$ cat src/fcurve_pkg.sv
// Shared types, constants and controller/datapath signal groups for the fan-curve interpolator.
package fcurve_pkg;

    localparam int TEMP_W  = 8;
    localparam int SPEED_W = 7;
    localparam int INDEX_W = 4;
    localparam int COUNT_W = 5;
    localparam int PROD_W  = TEMP_W + SPEED_W;
    localparam int DIVC_W  = $clog2(PROD_W);

    localparam int DEFAULT_MAX_POINTS = 16;

    localparam logic [SPEED_W-1:0] SPEED_LIMIT = SPEED_W'(100);

    // APB register map
    localparam int             APB_DATA_W      = 32;
    localparam int             APB_ADDR_W      = 3;
    localparam logic [0:0]     REG_POINT_COUNT = 1'b0;

    // action codes
    localparam logic ACT_LOAD   = 1'b0;
    localparam logic ACT_SAMPLE = 1'b1;

    // status codes
    localparam logic STS_OK       = 1'b0;
    localparam logic STS_REJECTED = 1'b1;

    typedef struct packed {
        logic               action;
        logic [INDEX_W-1:0] point_index;
        logic [TEMP_W-1:0]  point_temperature;
        logic [SPEED_W-1:0] point_pct;
        logic [TEMP_W-1:0]  temperature;
    } t_in_item;

    typedef struct packed {
        logic [SPEED_W-1:0] fan_pct;
        logic               status;
    } t_out_item;

    typedef struct packed {
        logic capture;
        logic write;
        logic res_load;
        logic res_zero;
        logic scan_init;
        logic rd;
        logic chk;
        logic clamp;
        logic seg;
        logic div_step;
        logic apply;
        logic out_load;
    } t_ctl_cmd;

    typedef struct packed {
        logic is_sample;
        logic count_zero;
        logic seg_hit;
        logic last;
        logic seg_edge;
        logic div_last;
        logic out_free;
    } t_ctl_sts;

endpackage

$ cat src/fcurve_ram.sv
// Generic single-write, single-read RAM with registered read data.
module fcurve_ram #(
    parameter int WIDTH = 8,
    parameter int DEPTH = 16
) (
    input  logic                     i_clk,
    input  logic                     i_wr_en,
    input  logic [$clog2(DEPTH)-1:0] i_wr_addr,
    input  logic [WIDTH-1:0]         i_wr_data,
    input  logic                     i_rd_en,
    input  logic [$clog2(DEPTH)-1:0] i_rd_addr,
    output logic [WIDTH-1:0]         o_rd_data
);

    logic [WIDTH-1:0] r_mem [DEPTH];
    logic [WIDTH-1:0] r_rd_data;

    always_ff @(posedge i_clk) begin
        if (i_wr_en) begin
            r_mem[i_wr_addr] <= i_wr_data;
        end
        if (i_rd_en) begin
            r_rd_data <= r_mem[i_rd_addr];
        end
    end

    assign o_rd_data = r_rd_data;

endmodule

$ cat src/fcurve_ctrl.sv
// Sequencer for the fan-curve interpolator: decode, table scan, divide, result hand-off.
module fcurve_ctrl (
    input  logic                i_clk,
    input  logic                i_rst_n,
    input  logic                i_in_valid,
    output logic                o_in_stall,
    input  fcurve_pkg::t_ctl_sts i_sts,
    output fcurve_pkg::t_ctl_cmd o_cmd
);

    import fcurve_pkg::*;

    typedef enum logic [3:0] {
        S_IDLE,
        S_DECODE,
        S_RD,
        S_CHK,
        S_CLAMP,
        S_SEG,
        S_DIV,
        S_APPLY,
        S_FIN
    } t_state;

    t_state r_state;
    t_state n_state;
    logic   r_in_stall;
    logic   n_in_stall;

    always_comb begin
        n_state    = r_state;
        n_in_stall = r_in_stall;
        o_cmd      = '0;
        case (r_state)
            S_IDLE: begin
                if (i_in_valid) begin
                    o_cmd.capture = 1'b1;
                    n_state       = S_DECODE;
                    n_in_stall    = 1'b1;
                end
            end
            S_DECODE: begin
                if (!i_sts.is_sample) begin
                    o_cmd.write    = 1'b1;
                    o_cmd.res_load = 1'b1;
                    n_state        = S_FIN;
                end else if (i_sts.count_zero) begin
                    o_cmd.res_zero = 1'b1;
                    n_state        = S_FIN;
                end else begin
                    o_cmd.scan_init = 1'b1;
                    n_state         = S_RD;
                end
            end
            S_RD: begin
                o_cmd.rd = 1'b1;
                n_state  = S_CHK;
            end
            S_CHK: begin
                o_cmd.chk = 1'b1;
                if (i_sts.seg_hit) begin
                    n_state = S_SEG;
                end else if (i_sts.last) begin
                    n_state = S_CLAMP;
                end else begin
                    n_state = S_RD;
                end
            end
            S_CLAMP: begin
                o_cmd.clamp = 1'b1;
                n_state     = S_FIN;
            end
            S_SEG: begin
                o_cmd.seg = 1'b1;
                n_state   = i_sts.seg_edge ? S_FIN : S_DIV;
            end
            S_DIV: begin
                o_cmd.div_step = 1'b1;
                if (i_sts.div_last) begin
                    n_state = S_APPLY;
                end
            end
            S_APPLY: begin
                o_cmd.apply = 1'b1;
                n_state     = S_FIN;
            end
            S_FIN: begin
                if (i_sts.out_free) begin
                    o_cmd.out_load = 1'b1;
                    n_state        = S_IDLE;
                    n_in_stall     = 1'b0;
                end
            end
            default: begin
                n_state    = S_IDLE;
                n_in_stall = 1'b0;
            end
        endcase
    end

    always_ff @(posedge i_clk) begin
        if (!i_rst_n) begin
            r_state    <= S_IDLE;
            r_in_stall <= 1'b0;
        end else begin
            r_state    <= n_state;
            r_in_stall <= n_in_stall;
        end
    end

    assign o_in_stall = r_in_stall;

endmodule

$ cat src/fcurve_dp.sv
// Datapath: curve table, segment scan registers, multiplier, serial divider, output register.
module fcurve_dp #(
    parameter int MAX_CURVE_POINTS = fcurve_pkg::DEFAULT_MAX_POINTS
) (
    input  logic                              i_clk,
    input  logic                              i_rst_n,
    input  fcurve_pkg::t_in_item              i_in,
    input  logic [fcurve_pkg::COUNT_W-1:0]    i_point_count,
    input  fcurve_pkg::t_ctl_cmd              i_cmd,
    output fcurve_pkg::t_ctl_sts              o_sts,
    input  logic                              i_out_stall,
    output logic                              o_out_valid,
    output fcurve_pkg::t_out_item             o_out
);

    import fcurve_pkg::*;

    localparam int AW = $clog2(MAX_CURVE_POINTS);
    localparam int NW = $clog2(MAX_CURVE_POINTS + 1);
    localparam int CW = (NW > COUNT_W) ? NW : COUNT_W;
    localparam int LW = (NW > INDEX_W) ? NW : INDEX_W;
    localparam int EW = TEMP_W + SPEED_W;

    localparam logic [CW-1:0] MAX_C = CW'(MAX_CURVE_POINTS);
    localparam logic [LW-1:0] MAX_L = LW'(MAX_CURVE_POINTS);

    t_in_item                   r_item;
    logic [MAX_CURVE_POINTS-1:0] r_valid;
    logic                       r_rd_valid;
    logic [NW-1:0]              r_idx;
    logic [TEMP_W-1:0]          r_first_t;
    logic [SPEED_W-1:0]         r_first_s;
    logic [TEMP_W-1:0]          r_prev_t;
    logic [SPEED_W-1:0]         r_prev_s;
    logic [TEMP_W-1:0]          r_t1;
    logic [SPEED_W-1:0]         r_s1;
    logic [TEMP_W-1:0]          r_t2;
    logic [SPEED_W-1:0]         r_s2;
    logic [PROD_W-1:0]          r_prod;
    logic                       r_neg;
    logic [TEMP_W-1:0]          r_den;
    logic [TEMP_W-1:0]          r_rem;
    logic [PROD_W-1:0]          r_quot;
    logic [DIVC_W-1:0]          r_div_cnt;
    logic [SPEED_W-1:0]         r_speed;
    logic                       r_status;
    t_out_item                  r_out;
    logic                       r_out_valid;

    logic [CW-1:0]      pc_ext;
    logic [NW-1:0]      n_eff;
    logic [LW-1:0]      lidx;
    logic               idx_ok;
    logic               spd_ok;
    logic               wr_en;
    logic [AW-1:0]      rd_addr;
    logic [EW-1:0]      rd_data;
    logic [TEMP_W-1:0]  cur_t;
    logic [SPEED_W-1:0] cur_s;
    logic [TEMP_W-1:0]  t;
    logic               hit;
    logic               seg_edge;
    logic [TEMP_W-1:0]  dt;
    logic               neg;
    logic [SPEED_W-1:0] ads;
    logic [PROD_W-1:0]  prod;
    logic [TEMP_W:0]    rem_sh;
    logic [TEMP_W:0]    rem_sub;
    logic               ge;
    logic [SPEED_W:0]   sum;
    logic               out_free;

    // count register above the table depth acts as the depth
    assign pc_ext = CW'(i_point_count);
    assign n_eff  = (pc_ext > MAX_C) ? NW'(MAX_C) : NW'(pc_ext);

    assign lidx   = LW'(r_item.point_index);
    assign idx_ok = lidx < MAX_L;
    assign spd_ok = r_item.point_pct <= SPEED_LIMIT;
    assign wr_en  = i_cmd.write && spd_ok && idx_ok;
    assign rd_addr = r_idx[AW-1:0];

    fcurve_ram #(
        .WIDTH (EW),
        .DEPTH (MAX_CURVE_POINTS)
    ) u_table (
        .i_clk     (i_clk),
        .i_wr_en   (wr_en),
        .i_wr_addr (lidx[AW-1:0]),
        .i_wr_data ({r_item.point_temperature, r_item.point_pct}),
        .i_rd_en   (i_cmd.rd),
        .i_rd_addr (rd_addr),
        .o_rd_data (rd_data)
    );

    // never-written entries read as the cleared value
    assign cur_t = r_rd_valid ? rd_data[EW-1:SPEED_W] : '0;
    assign cur_s = r_rd_valid ? rd_data[SPEED_W-1:0] : '0;
    assign t     = r_item.temperature;

    assign hit      = (r_idx != '0) && (t >= r_prev_t) && (t <= cur_t);
    assign seg_edge = (t <= r_t1) || (t >= r_t2);

    assign dt   = t - r_t1;
    assign neg  = r_s2 < r_s1;
    assign ads  = neg ? (r_s1 - r_s2) : (r_s2 - r_s1);
    assign prod = PROD_W'(dt) * PROD_W'(ads);

    // restoring divide, one quotient bit per step
    assign rem_sh  = {r_rem, r_prod[PROD_W-1]};
    assign ge      = rem_sh >= {1'b0, r_den};
    assign rem_sub = rem_sh - {1'b0, r_den};

    assign sum = r_neg ? ({1'b0, r_s1} - {1'b0, r_quot[SPEED_W-1:0]})
                       : ({1'b0, r_s1} + {1'b0, r_quot[SPEED_W-1:0]});

    assign out_free = !r_out_valid || !i_out_stall;

    always_ff @(posedge i_clk) begin
        if (!i_rst_n) begin
            r_valid     <= '0;
            r_out_valid <= 1'b0;
        end else begin
            if (wr_en) begin
                r_valid[lidx[AW-1:0]] <= 1'b1;
            end
            if (i_cmd.out_load) begin
                r_out_valid <= 1'b1;
            end else if (!i_out_stall) begin
                r_out_valid <= 1'b0;
            end
        end
    end

    always_ff @(posedge i_clk) begin
        if (i_cmd.capture) begin
            r_item <= i_in;
        end
        if (i_cmd.res_load) begin
            r_speed  <= '0;
            r_status <= spd_ok ? STS_OK : STS_REJECTED;
        end
        if (i_cmd.res_zero) begin
            r_speed  <= '0;
            r_status <= STS_OK;
        end
        if (i_cmd.scan_init) begin
            r_idx <= '0;
        end
        if (i_cmd.rd) begin
            r_rd_valid <= r_valid[rd_addr];
        end
        if (i_cmd.chk) begin
            if (r_idx == '0) begin
                r_first_t <= cur_t;
                r_first_s <= cur_s;
            end
            if (hit) begin
                r_t1 <= r_prev_t;
                r_s1 <= r_prev_s;
                r_t2 <= cur_t;
                r_s2 <= cur_s;
            end
            r_prev_t <= cur_t;
            r_prev_s <= cur_s;
            r_idx    <= NW'(r_idx + NW'(1));
        end
        if (i_cmd.clamp) begin
            r_speed  <= (t < r_first_t) ? r_first_s : r_prev_s;
            r_status <= STS_OK;
        end
        if (i_cmd.seg) begin
            r_status  <= STS_OK;
            r_speed   <= (t <= r_t1) ? r_s1 : r_s2;
            r_prod    <= prod;
            r_neg     <= neg;
            r_den     <= r_t2 - r_t1;
            r_rem     <= '0;
            r_quot    <= '0;
            r_div_cnt <= DIVC_W'(PROD_W - 1);
        end
        if (i_cmd.div_step) begin
            r_rem     <= ge ? rem_sub[TEMP_W-1:0] : rem_sh[TEMP_W-1:0];
            r_quot    <= {r_quot[PROD_W-2:0], ge};
            r_prod    <= {r_prod[PROD_W-2:0], 1'b0};
            r_div_cnt <= r_div_cnt - DIVC_W'(1);
        end
        if (i_cmd.apply) begin
            r_speed <= sum[SPEED_W-1:0];
        end
        if (i_cmd.out_load) begin
            r_out.fan_pct <= r_speed;
            r_out.status  <= r_status;
        end
    end

    always_comb begin
        o_sts            = '0;
        o_sts.is_sample  = r_item.action == ACT_SAMPLE;
        o_sts.count_zero = n_eff == '0;
        o_sts.seg_hit    = hit;
        o_sts.last       = NW'(r_idx + NW'(1)) == n_eff;
        o_sts.seg_edge   = seg_edge;
        o_sts.div_last   = r_div_cnt == '0;
        o_sts.out_free   = out_free;
    end

    assign o_out_valid = r_out_valid;
    assign o_out       = r_out;

endmodule

$ cat src/fan_curve_interpolator_unit.sv
// Top level of the fan-curve interpolator: APB register, sequencer and datapath.
//
//   channel   direction  handshake                word
//   --------  ---------  -----------------------  ----------------------------------
//   in        input      i_in_valid/o_in_stall    load point or temperature sample
//   out       output     o_out_valid/i_out_stall  fan percent and load status
//   config    APB        psel/penable/pready      point_count at byte address 0
//
// One word is in flight at a time. A load is decoded, written to the table if its
// speed is within the limit, and handed to the output register. A sample with no
// points in use answers 0; else it scans the points in use, one RAM read and one
// compare per point, and then clamps (no segment holds it), takes the speed at an
// end of the segment that holds it, or is interpolated there (15-step serial
// divide). The input opens again in the cycle after the result is handed to the output register.
// Reset is synchronous, active low; it clears the table valid bits, so every
// point reads as zero until loaded. A stalled output holds its word; the next
// input word is taken while a finished word waits in the output register.
module fan_curve_interpolator_unit #(
    parameter int MAX_CURVE_POINTS = fcurve_pkg::DEFAULT_MAX_POINTS
) (
    input  logic                               i_clk,
    input  logic                               i_rst_n,
    // input channel
    input  logic                               i_in_valid,
    output logic                               o_in_stall,
    input  fcurve_pkg::t_in_item               i_in,
    // output channel
    output logic                               o_out_valid,
    input  logic                               i_out_stall,
    output fcurve_pkg::t_out_item              o_out,
    // APB config port
    input  logic                               psel,
    input  logic                               penable,
    input  logic                               pwrite,
    input  logic [fcurve_pkg::APB_ADDR_W-1:0]  paddr,
    input  logic [fcurve_pkg::APB_DATA_W-1:0]  pwdata,
    output logic [fcurve_pkg::APB_DATA_W-1:0]  prdata,
    output logic                               pready
);

    import fcurve_pkg::*;

    logic [COUNT_W-1:0] r_point_count;
    logic               cfg_wr;
    t_ctl_cmd           cmd;
    t_ctl_sts           sts;

    // Register index is paddr[2]; byte lanes below it are ignored.
    assign cfg_wr = psel && penable && pwrite && pready;
    assign pready = 1'b1;

    always_ff @(posedge i_clk) begin
        if (!i_rst_n) begin
            r_point_count <= '0;
        end else if (cfg_wr && (paddr[2] == REG_POINT_COUNT)) begin
            r_point_count <= pwdata[COUNT_W-1:0];
        end
    end

    always_comb begin
        prdata = '0;
        if (paddr[2] == REG_POINT_COUNT) begin
            prdata = APB_DATA_W'(r_point_count);
        end
    end

    // Sequencer: owns the input handshake and steps the datapath.
    fcurve_ctrl u_ctrl (
        .i_clk      (i_clk),
        .i_rst_n    (i_rst_n),
        .i_in_valid (i_in_valid),
        .o_in_stall (o_in_stall),
        .i_sts      (sts),
        .o_cmd      (cmd)
    );

    // Datapath: table RAM, scan, multiply, divide and output register.
    fcurve_dp #(
        .MAX_CURVE_POINTS (MAX_CURVE_POINTS)
    ) u_dp (
        .i_clk         (i_clk),
        .i_rst_n       (i_rst_n),
        .i_in          (i_in),
        .i_point_count (r_point_count),
        .i_cmd         (cmd),
        .o_sts         (sts),
        .i_out_stall   (i_out_stall),
        .o_out_valid   (o_out_valid),
        .o_out         (o_out)
    );

    // After a word is taken the input stalls until its result is handed off.
    a_stall_after_accept: assert property (@(posedge i_clk) disable iff (!i_rst_n)
        (i_in_valid && !o_in_stall) |=> o_in_stall)
        else $error("input not stalled after accept");

    // A rejected load never carries a fan percent.
    a_reject_zero: assert property (@(posedge i_clk) disable iff (!i_rst_n)
        (o_out_valid && (o_out.status == STS_REJECTED)) |-> (o_out.fan_pct == '0))
        else $error("rejected load with nonzero speed");

    // Interpolation stays within stored points, all of which are limited.
    a_speed_range: assert property (@(posedge i_clk) disable iff (!i_rst_n)
        o_out_valid |-> (o_out.fan_pct <= SPEED_LIMIT))
        else $error("fan percent above limit");

endmodule

$ cat config.mk
export PLATFORM = sky130hd
export DESIGN_NAME = fan_curve_interpolator_unit
export DESIGN_NICKNAME = d
export VERILOG_FILES = /design/src/fcurve_pkg.sv /design/src/fcurve_ram.sv /design/src/fcurve_ctrl.sv /design/src/fcurve_dp.sv /design/src/fan_curve_interpolator_unit.sv
export SDC_FILE = /design/constraint.sdc
export NUM_CORES = 1
export LEC_CHECK = 0
export BUFFER_PORTS_ARGS = -buffer_cell sky130_fd_sc_hd__buf_2
export CAP_MARGIN = 20
export CORE_AREA = 4 4 311 237
export DETAILED_ROUTE_END_ITERATION = 8
export DIE_AREA = 0 0 315 241
export MAX_ROUTING_LAYER = met4
export PLACE_DENSITY_LB_ADDON = 0.25
export SLEW_MARGIN = 0
export SYNTH_ARGS = -nofsm -noshare
export SYNTH_HDL_FRONTEND = slang
export SYNTH_SLANG_ARGS = --single-unit
$ cat constraint.sdc
create_clock -name i_clk -period 10.38 [get_ports i_clk]
set_input_delay 0.519 -clock i_clk [delete_from_list [all_inputs] [get_ports i_clk]]
set_output_delay 0.519 -clock i_clk [all_outputs]
set_load 0.03 [all_outputs]
==> reports/results.txt, run 1 <==
outcome = completed
WL met1 = 25400 um
yosys warns = 0
mux contribution to synthesized area = 9.73%
Worst Tran Pin Value = 1.12 ns
RSZ-0062 raised after global routing = false
startpoint types = register
footprint of the multi-input gates = 7560 um^2
final critical-path required period = 6.83 ns
arrival time at the worst endpoint = 7.14 ns
Slew HR = 25.3%
period utilisation layout = 65.8%
Synth Area per Inst = 14.7 um^2
adder-cell share of the synthesized area = 9.89%
Final #Nets = 1728
Mapped Cells = 1428
GRT Overall Usage = 13.0%
DRT iter0 DRCs = 1024
combinational share of power = 10.1%
Setup CP Type = register to register
antenna-violating nets left = 0
Post-Route WL = 47400 um
Initial Utilization = 29.6%
Hold Vio Cnt, Final = 0
DIE AREA = 75900 um^2
r2r startpoint = u_dp.r_s1[3]
Core ar. = 70900 um^2
Worst Clk Skew = 0.0353 ns
root buf cell = clkbuf_16
Num Clock Sinks = 435
Clk pin slew, worst setup/hold paths = 0.06 ns
vias in the first global route = 11800
area occupied by registers = 12800 um^2
FF-to-FF End = u_dp.r_prod[14]
Met2 Wirelength = 18700 um
Switching Share = 23.6%
pre-CTS setup slack = 3.64 ns
CTS tree = yes
P&R area growth vs syn = 13.9%
Rows = 85
Main synth FF type = edfxtp_1
flop2flop setup slack = 3.55 ns
main area contributors after synthesis = edfxtp_1 58%, mux4_2 8.6%, ha_1 6.6%, fa_1 3.3%, dfxtp_1 2.8%
Layout Cells excl Fill = 2502
n_diodes = 0
largest net degree at the start of global routing = 45
reg2reg path depth = 21
final worst setup slack = 3.55 ns
CTS H-tree depth = 2
WP data required = 10.68 ns
Min-Delay Endpoint = u_dp.r_item[16]
Final HPWL DP = 31700 um
CTS buffer count = 45
initial antenna violation count = 2
sequential power share = 48.9%
DR vias/cell = 4.73
Max Cap Viol = 0
worst min path class = input pin to register
routability cong. = 0.781
number of enable flip-flop cells after synthesis = 406
final setup vio count = 0
synthesized flop and latch total = 435
via count = 11800
# fillers = 6900
total power = 4010 uW
Clock Latency Late Sink = 0.58 ns
XOR/XNOR share of the synthesized area = 1.69%
DRC viols = 0
Cell Int Power = 3070 uW
Max Transition Viols Final = 0
I/O Buffers = 55
met3 WL = 2520 um
Max IR drop VDD = 106 uV
post_cts resized = 0
DRT Pass-1 Iters = 5
top routing layer used = met4
I/O pin count = 113
CTS hold repair buffers = 0
global-route wire length before repair = 72700 um
Setup Buffers After CTS = 0
Setup TNS = 0 ns
crit path max fanout = 11
sw power = 947 uW
HP Start = i_in[16]
Power Density = 168 nW/um^2
Yosys cell types = 69
f_max = 0.146 GHz
layout cells sized above 1 = 17.1%
simple-gate portion of the synthesized area = 7.34%
clock group share of total power = 41.0%
FFs w/ async S/R, synth = 0%
Compound-Gate Fraction of Synth Area = 6.61%
die span in x = 315 um
Critical Path End Type = register
Cells on Worst Hold Path = 1
GRT overflow = 0
placed cells = 2423
top cell type's share of synthesized area = 58.1%
die height = 241 um
largest area contributor in the netlist = edfxtp_1
leak pwr = 0.00871 uW
Seq/Total Area, Yosys = 60.8%
Max clock buf depth = 3
Cell Area, Synth = 21000 um^2
largest family of logic cells by synthesized area = adder cells
Avg WL per Cell = 19.0 um
through the flow:
step / area, um^2 / hold WS [ns] / util [%]
6_report: 23900 / 0.120 / 33.7
4_1_cts: 23900 / 0.0786 / 33.7
2_1_floorplan: 21100 / 0.400 / -
3_3_place_gp: 22400 / 0.412 / 31.6
5_1_grt: 23900 / 0.0859 / 33.7
3_5_place_dp: 22400 / 0.405 / 31.6
placed cells by master, fill, tap and decap left out, drive strengths merged, types with 35 or more instances in the layout:
| cell | instances |
|---|---|
| edfxtp | 406 |
| inv | 117 |
| ha | 110 |
| nor2 | 103 |
| buf | 81 |
| mux4 | 80 |
| nand2 | 63 |
| clkbuf | 58 |
| o21ai | 52 |
| a21oi | 48 |
| fa | 35 |
cells in the mapped netlist (8+ instances only):
master and n:
edfxtp_1 406, xor2_1 17, dfxtp_1 29, clkbuf_1 21, ha_1 110, a211oi_1 9, inv_1 114, xnor2_1 21
nand2b_1 14, o21a_1 25, buf_1 8, nand3_1 22, a21o_1 9, o21ai_0 52, a21oi_1 47, nor2_1 103
mux2i_1 22, nor3_1 22, mux4_2 80, and2_1 16, nor2b_1 24, buf_4 29, buf_2 10, or2_2 14
nand2_1 63, fa_1 35
kinds of logic (layout without fill, tap and decap cells):
group / Yosys count / count (layout)
multiplexers: 104 / 104
buffers and inverters: 183 / 274
AO/OA/AOI/OAI: 209 / 209
other: 2 / 28
AND/OR/NAND/NOR: 311 / 311
adder cells (fa/ha/maj): 145 / 145
XOR/XNOR: 39 / 39
flip-flops: 435 / 435
per-layer routing:
layer	vias up	global-route usage (%)
met2	304	17.3
met3	57	2.21
met5	-	-
met4	0	2.80
li1	5483	-
met1	5998	20.3
sequential cells by signal, indices dropped and copies added, names as in the netlist, 8 cells and up:
name,flops
u_dp.r_t1,8
u_dp.r_den,8
u_dp.r_valid,16
u_dp.u_table.r_mem,240
u_dp.r_prev_t,8
u_dp.o_out,8
u_dp.r_item,15
u_dp.r_rem,8
u_dp.r_first_t,8
u_dp.u_table.o_rd_data,15
u_dp.r_t2,8
u_dp.t,8
u_dp.r_prod,15
cell type report:
type | count | area share (%)
clock inverters | 21 | 1.17
clock buffers | 58 | 5.04
multi-input cells | 836 | 31.6
well taps | 957 | 5.01
flip-flops and latches | 435 | 53.4
repair buffers | 81 | 1.97
inverters | 114 | 1.79
worst max-delay path, stage by stage, from the launching register on:
cell and delay (ns):
edfxtp_1 0.48, ha_1 0.52, a21oi_1 0.13, nand2b_1 0.20
a41oi_1 0.43, nor4b_1 0.10, nor3_1 0.82, nor2_1 0.14
fa_1 0.54, inv_1 0.05, fa_1 0.49, inv_1 0.06
fa_1 0.53, inv_1 0.05, fa_1 0.52, inv_1 0.04
ha_1 0.35, o2111ai_1 0.12, nand3_1 0.21, a311oi_1 0.47
o31a_1 0.20, o21ai_0 0.09
worst max-delay path by stage:
stage | endpoint | cells past startpoint | startpoint
CTS | u_dp.r_prod[14] | 21 | u_dp.r_s1[3]
floorplan | u_dp.r_prod[12] | 21 | u_dp.r_s2[1]
global route | u_dp.r_prod[14] | 21 | u_dp.r_s1[3]
global placement | u_dp.r_prod[14] | 21 | u_dp.r_s1[3]
detailed placement | u_dp.r_prod[14] | 21 | u_dp.r_s1[3]
finish | u_dp.r_prod[14] | 21 | u_dp.r_s1[3]
power by group through the flow:
stage	registers [uW]	logic (uW)	clock network [uW]
floorplan	1990	320	0
global placement	2000	407	0
detailed placement	2000	406	0
CTS	1960	412	1700
global route	1960	464	1780
finish	1960	407	1650
No activity file was read; power rests on OpenSTA's default activity.
==> inputs of run 2 (changes only) <==
clock period = 5.7 ns   (was 10.38 ns; I/O delays follow)
==> run 2 against run 1 <==
Compared with the run above: global-route usage up 0.67 points; flip-flop and latch count unchanged; clock skew rose by 0.0029 ns.
==> reports/results.txt, run 2 (synthesized netlist as in run 1, its figures left out) <==
Power Density = 299 nW/um^2 (+78%)
Cell Int Power = 5840 uW (+90%)
DRT Pass-1 Iters = 5 (unchanged)
die height = 241 um (unchanged)
n_diodes = 0 (unchanged)
crit path max fanout = 5 (-6)
most common cell after layout, fill and taps aside = edfxtp_1
Num Clock Sinks = 435 (unchanged)
Slew HR = 34.4% (+9.0 points)
worst min path class = input pin to register
Most flops, register = u_dp.u_table.r_mem
period utilisation layout = 99.9% (+34 points)
initial antenna violation count = 1 (-1)
DRC viols = 0 (unchanged)
WP data required = 6.05 ns (-4.63 ns)
footprint of the multi-input gates = 8050 um^2 (+6.4%)
routability cong. = 0.781 (unchanged)
leak pwr = 0.00969 uW (+11%)
outcome = completed
layout cells sized above 1 = 28.6% (+12 points)
DIE AREA = 75900 um^2 (unchanged)
Max Transition Viols Final = 0 (unchanged)
GRT Overall Usage = 13.6% (+0.67 points)
antenna-violating nets left = 0 (unchanged)
Setup CP Type = register to register
met1 Track Usage GR = 20.9% (+0.57 points)
final critical-path required period = 5.70 ns (-1.14 ns)
Core Util, Final = 36.6% (+2.9 points)
Hold Slack = 0.132 ns (+0.0118 ns)
global routing's busiest layer = met1
combinational share of power = 14.2% (+4.1 points)
# fillers = 6743 (-2.3%)
Critical Path End Type = register
Post-Route WL = 50100 um (+5.6%)
startpoint types = register
largest net degree at the start of global routing = 46 (+2.2%)
Final HPWL DP = 32700 um (+3.4%)
Final #Nets = 1912 (+11%)
die span in x = 315 um (unchanged)
f_max = 0.176 GHz (+20%)
Switching Share = 24.7% (+1.1 points)
met2 Usage GRT = 18.9% (+1.6 points)
arrival time at the worst endpoint = 6.05 ns (-1.09 ns)
DR vias/cell = 4.70 (-0.79%)
global-route wire length before repair = 77000 um (+5.8%)
sw power = 1920 uW (+100%)
Core ar. = 70900 um^2 (unchanged)
CTS tree = yes
sequential power share = 46.0% (-2.9 points)
DRT iter0 DRCs = 966 (-5.7%)
via count = 12600 (+6.7%)
I/O Buffers = 55 (unchanged)
Max clock buf depth = 3 (unchanged)
total power = 7760 uW (+93%)
Hold Vio Cnt, Final = 0 (unchanged)
final setup vio count = 0 (unchanged)
RSZ-0062 raised after global routing = true
Max Cap Viol = 0 (unchanged)
Initial Utilization = 29.6% (unchanged)
max reg flops = 240 (unchanged)
Rows = 85 (unchanged)
Setup TNS = 0 ns (unchanged)
clock group share of total power = 39.8% (-1.2 points)
CTS H-tree depth = 2 (unchanged)
Clk pin slew, worst setup/hold paths = 0.06 ns (about the same)
area occupied by registers = 12800 um^2 (unchanged)
Worst Tran Pin Value = 0.983 ns (-0.136 ns)
Worst Clk Skew = 0.0382 ns (+0.00288 ns)
root buf cell = clkbuf_16
CTS buffer count = 47 (+4.4%)
most frequent cells in the layout = 406 x edfxtp_1, 163 x buf_4, 106 x inv_1, 94 x ha_1, 82 x nor2_1
I/O pin count = 113 (unchanged)
Max IR drop VDD = 208 uV (+95%)
P&R area growth vs syn = 23.7%
vias in the first global route = 12700 (+7.4%)
GRT overflow = 0 (unchanged)
Regs by FF count = u_dp.u_table.r_mem: 240 flops, u_dp.r_valid: 16 flops
met3 usage = 1.96% (-0.25 points)
Clock Latency Late Sink = 0.60 ns (+0.02 ns)
Avg WL per Cell = 18.6 um (-1.9%)
## run 2: final timing paths
path | from | end | slack, ns | cells past startpoint
worst max-delay path | u_dp.r_s2[0] | u_dp.r_prod[14] | 0.005 | 22
worst min-delay path | i_in_valid | u_ctrl.o_in_stall | 0.13 | 4
worst max register to register | u_dp.r_s2[0] | u_dp.r_prod[14] | 0.005 | 22
worst min register to register | u_dp.r_speed[3] | u_dp.o_out[4] | 0.42 | 0
## run 2: final cells by class
type                    instances  area share, %
clock buffers                  54           4.75
repair buffers                263           7.54
clock inverters                33           1.29
flip-flops and latches        435           49.2
inverters                     114           1.65
multi-input cells             836           31.0
well taps                     957           4.61
## run 2: metal layers
layer	share of wire [%]	vias up
li1	-	5859
met1	51	6426
met2	41	276
met3	5.2	79
met4	2.1	0
met5	0	-
## run 2: power by group through the flow
stage / logic, uW / registers, uW / clock network [uW]
after floorplan: 600 / 3620 / 0
after global placement: 907 / 3630 / 0
after detailed placement: 906 / 3640 / 0
after CTS: 1010 / 3570 / 3190
after global routing: 1240 / 3570 / 3320
final: 1100 / 3570 / 3090
## run 2: worst max-delay path, stage by stage (launching register included)
cell and delay (ns):
edfxtp_1 0.46, inv_2 0.12, ha_4 0.16, inv_2 0.04, fa_2 0.34, nand3_2 0.08
nand2_2 0.07, a221o_1 0.35, mux2_4 0.28, mux2i_4 0.19, buf_6 0.15, nor2_4 0.03
fa_1 0.46, fa_1 0.57, fa_1 0.45, ha_4 0.27, ha_4 0.23, a21o_1 0.20
a31o_4 0.23, a22o_4 0.24, a311oi_4 0.25, o31a_1 0.20, o21ai_2 0.05
## run 2: timing repair
action,CTS,global route
hold buffers,34,0
endpoints found under the hold margin,34,0
setup endpoints to repair,7,14
gates resized for setup,41,61
pin swaps,32,69
buffers inserted,44,12
## run 2: stage by stage
stage               cell area (um^2)  instances  worst slack (ns)
floorplan                      21200       1454           0.00526
global placement               23200       2519            -0.255
detailed placement             23200       2519            -0.255
CTS                            25700       2684           -0.0280
global route                   26000       2692            -0.157
finish                         26000       2692           0.00477
==> inputs of run 3 (changes only) <==
ABC_AREA = 1   (was unset)
CORE_AREA = 4 4 315 239   (was 4 4 311 237)
DIE_AREA = 0 0 319 243   (was 0 0 315 241)
==> run 3 against run 2 <==
Compared with the run above: flip-flop and latch count stayed put; register-to-register slack better by 0.24 ns; hold slack worse by 0.036 ns; critical endpoint is now u_dp.r_prod[13].
==> reports/results.txt, run 3 <==
Max Transition Viols Final = 0 (unchanged)
synthesized flop and latch total = 435 (unchanged)
Critical Path End Type = register
P&R area growth vs syn = 16.3%
die height = 243 um (+0.83%)
Final #Nets = 2335 (+22%)
Setup CP Type = register to register
Slew HR = 25.7% (-8.7 points)
via count = 14400 (+14%)
Post-Route WL = 54800 um (+9.3%)
initial antenna violation count = 0 (-1)
Setup TNS = 0 ns (unchanged)
DRC viols = 0 (unchanged)
Initial Utilization = 30.0% (+0.36 points)
antenna-violating nets left = 0 (unchanged)
Core ar. = 71800 um^2 (+1.2%)
layout cells sized above 1 = 11.2% (-17 points)
Worst Clk Skew = 0.0510 ns (+0.0129 ns)
top cell type's share of synthesized area = 56.7% (-1.4 points)
final worst setup slack = 0.245 ns (+0.240 ns)
adder-cell share of the synthesized area = 9.66% (-0.23 points)
CTS tree = yes
GRT Overall Usage = 14.3% (+0.66 points)
CTS buffer count = 47 (unchanged)
DRT Pass-1 Iters = 5 (unchanged)
largest family of logic cells by synthesized area = simple AND/OR/NAND/NOR gates
mux contribution to synthesized area = 0% (-9.7 points)
number of enable flip-flop cells after synthesis = 406 (unchanged)
startpoint types = register
Clock Latency Late Sink = 0.60 ns (about the same)
Compound-Gate Fraction of Synth Area = 9.13% (+2.5 points)
die span in x = 319 um (+1.3%)
final setup vio count = 0 (unchanged)
Cell Area, Synth = 21500 um^2 (+2.4%)
Avg WL per Cell = 17.6 um (-5.5%)
WP data required = 6.02 ns (-0.03 ns)
yosys warns = 0 (unchanged)
total power = 10400 uW (+34%)
Main synth FF type = edfxtp_1
most frequent cells after synthesis = 406 x edfxtp_1, 290 x nand2_1, 260 x nor2_1
Synth Area per Inst = 10.8 um^2 (-27%)
n_diodes = 0 (unchanged)
Num Clock Sinks = 435 (unchanged)
pre-CTS setup slack = -0.172 ns (+0.0831 ns)
I/O Buffers = 55 (unchanged)
main area contributors after synthesis = edfxtp_1 57%, ha_1 6.4%, nand2_1 5.1%, nor2_1 4.5%, o21ai_0 4.1%
most common cell after layout, fill and taps aside = edfxtp_1
largest area contributor in the netlist = edfxtp_1
Clk pin slew, worst setup/hold paths = 0.06 ns (about the same)
Regs by FF count = u_dp.u_table.r_mem: 240 flops, u_dp.r_valid: 16 flops
Max clock buf depth = 3 (unchanged)
cell with the most instances after synthesis = edfxtp_1
Power Density = 415 nW/um^2 (+39%)
DIE AREA = 77500 um^2 (+2.1%)
Final HPWL DP = 35700 um (+9.0%)
most frequent cells in the layout = 406 x edfxtp_1, 286 x nand2_1, 253 x nor2_1, 222 x inv_1, 169 x o21ai_0
Max IR drop VDD = 489 uV (+140%)
Seq/Total Area, Yosys = 59.4% (-1.4 points)
Mapped Cells = 1995 (+40%)
worst min path class = input pin to register
arrival time at the worst endpoint = 5.77 ns (-0.28 ns)
DRT iter0 DRCs = 928 (-3.9%)
GRT overflow = 0 (unchanged)
root buf cell = clkbuf_16
Worst Tran Pin Value = 1.11 ns (+0.130 ns)
Max Cap Viol = 0 (unchanged)
Rows = 85 (unchanged)
I/O pin count = 113 (unchanged)
vias in the first global route = 14200 (+12%)
Core Util, Final = 34.9% (-1.8 points)
leak pwr = 0.00988 uW (+2.0%)
period utilisation layout = 95.7% (-4.2 points)
Most flops, register = u_dp.u_table.r_mem
RSZ-0062 raised after global routing = true
f_max = 0.183 GHz (+4.4%)
outcome = completed
FFs w/ async S/R, synth = 0% (unchanged)
max reg flops = 240 (unchanged)
flop2flop setup slack = 0.24 ns (+0.24 ns)
simple-gate portion of the synthesized area = 13.7% (+6.4 points)
routability cong. = 0.881 (+13%)
largest net degree at the start of global routing = 81 (+76%)
XOR/XNOR share of the synthesized area = 1.71% (+0.018 points)
DR vias/cell = 4.61 (-1.7%)
crit path max fanout = 5 (unchanged)
final critical-path required period = 5.46 ns (-0.240 ns)
CTS H-tree depth = 2 (unchanged)
Hold Vio Cnt, Final = 0 (unchanged)
global-route wire length before repair = 84300 um (+9.5%)
Yosys cell types = 49 (-29%)
==> run 3: cell count changes after synthesis, sizes merged, moves of 34 or more <==
cell and change:
a21oi +34, inv +121, mux4 -80, nand2 +238
nand3 +40, nor2 +161, o21ai +128, o22ai +61
==> run 3: path summary, 6_finish.rpt <==
path,depth (start not counted),end,start
worst max-delay path,27,u_dp.r_prod[13],u_dp.r_s2[0]
worst min-delay path,3,u_ctrl.r_state[3],i_rst_n
worst max register to register,27,u_dp.r_prod[13],u_dp.r_s2[0]
worst min register to register,0,u_dp.o_out[7],u_dp.r_speed[6]
==> run 3: kinds of logic after synthesis <==
kind of cell,after synthesis
AND/OR/NAND/NOR,689
flip-flops,435
AO/OA/AOI/OAI,358
buffers and inverters,324
adder cells (fa/ha/maj),145
XOR/XNOR,42
other,2
==> run 3: stage by stage <==
| step | cells | hold WS, ns | instance area [um^2] |
|---|---|---|---|
| 2_1_floorplan | 2021 | 0.384 | 21600 |
| 3_3_place_gp | 2989 | 0.409 | 22900 |
| 3_5_place_dp | 2989 | 0.407 | 22900 |
| 4_1_cts | 3110 | 0.0653 | 24800 |
| 5_1_grt | 3115 | 0.0849 | 25000 |
| 6_report | 3115 | 0.0956 | 25000 |
==> run 3: where the power goes <==
part | internal (uW) | switching [uW]
clock network | 1630 | 1300
logic | 1380 | 2200
registers | 3720 | 165
==> run 3: layout make-up <==
type                       count  area [um^2]
multi-input combinational   1262         7670
clock inverter                26          243
fill                        7203        46800
tap                          957         1200
inverter                     237          893
clock buffer                  61         1230
timing repair buffer         137         1010
sequential                   435        12800
==> run 3: worst max-delay path, stage by stage, from the launching register on <==
cell and delay, ns:
edfxtp_1 0.41, buf_4 0.16, ha_1 0.19, inv_1 0.09
fa_2 0.21, nand3_1 0.07, nand2_1 0.10, nand2_1 0.06
nand2_1 0.09, xor2_2 0.20, nand2_4 0.08, nand2_4 0.07
buf_4 0.14, nor2_2 0.05, fa_1 0.55, fa_1 0.44
fa_1 0.55, inv_1 0.06, fa_1 0.52, inv_1 0.07
ha_4 0.31, nand2_2 0.10, o21ai_0 0.22, nand2_1 0.08
nand4_1 0.13, a21oi_1 0.07, o21ai_1 0.10, nand2_1 0.05
==> run 3: timing repair <==
action / in CTS / in global routing
hold buffers: 34 / 0
gates resized for setup: 8 / 46
pin swaps: 2 / 13
hold endpoints to repair: 34 / 0
setup endpoints to repair: 6 / 8
setup buffers: 0 / 2
==> run 3: routing by layer <==
layer / GRT usage [%] / vias up / wire (um)
li1: - / 7065 / -
met1: 20.8 / 6934 / 27400
met2: 20.7 / 305 / 23200
met3: 2.40 / 71 / 2960
met4: 3.71 / 0 / 1200
met5: - / - / 0
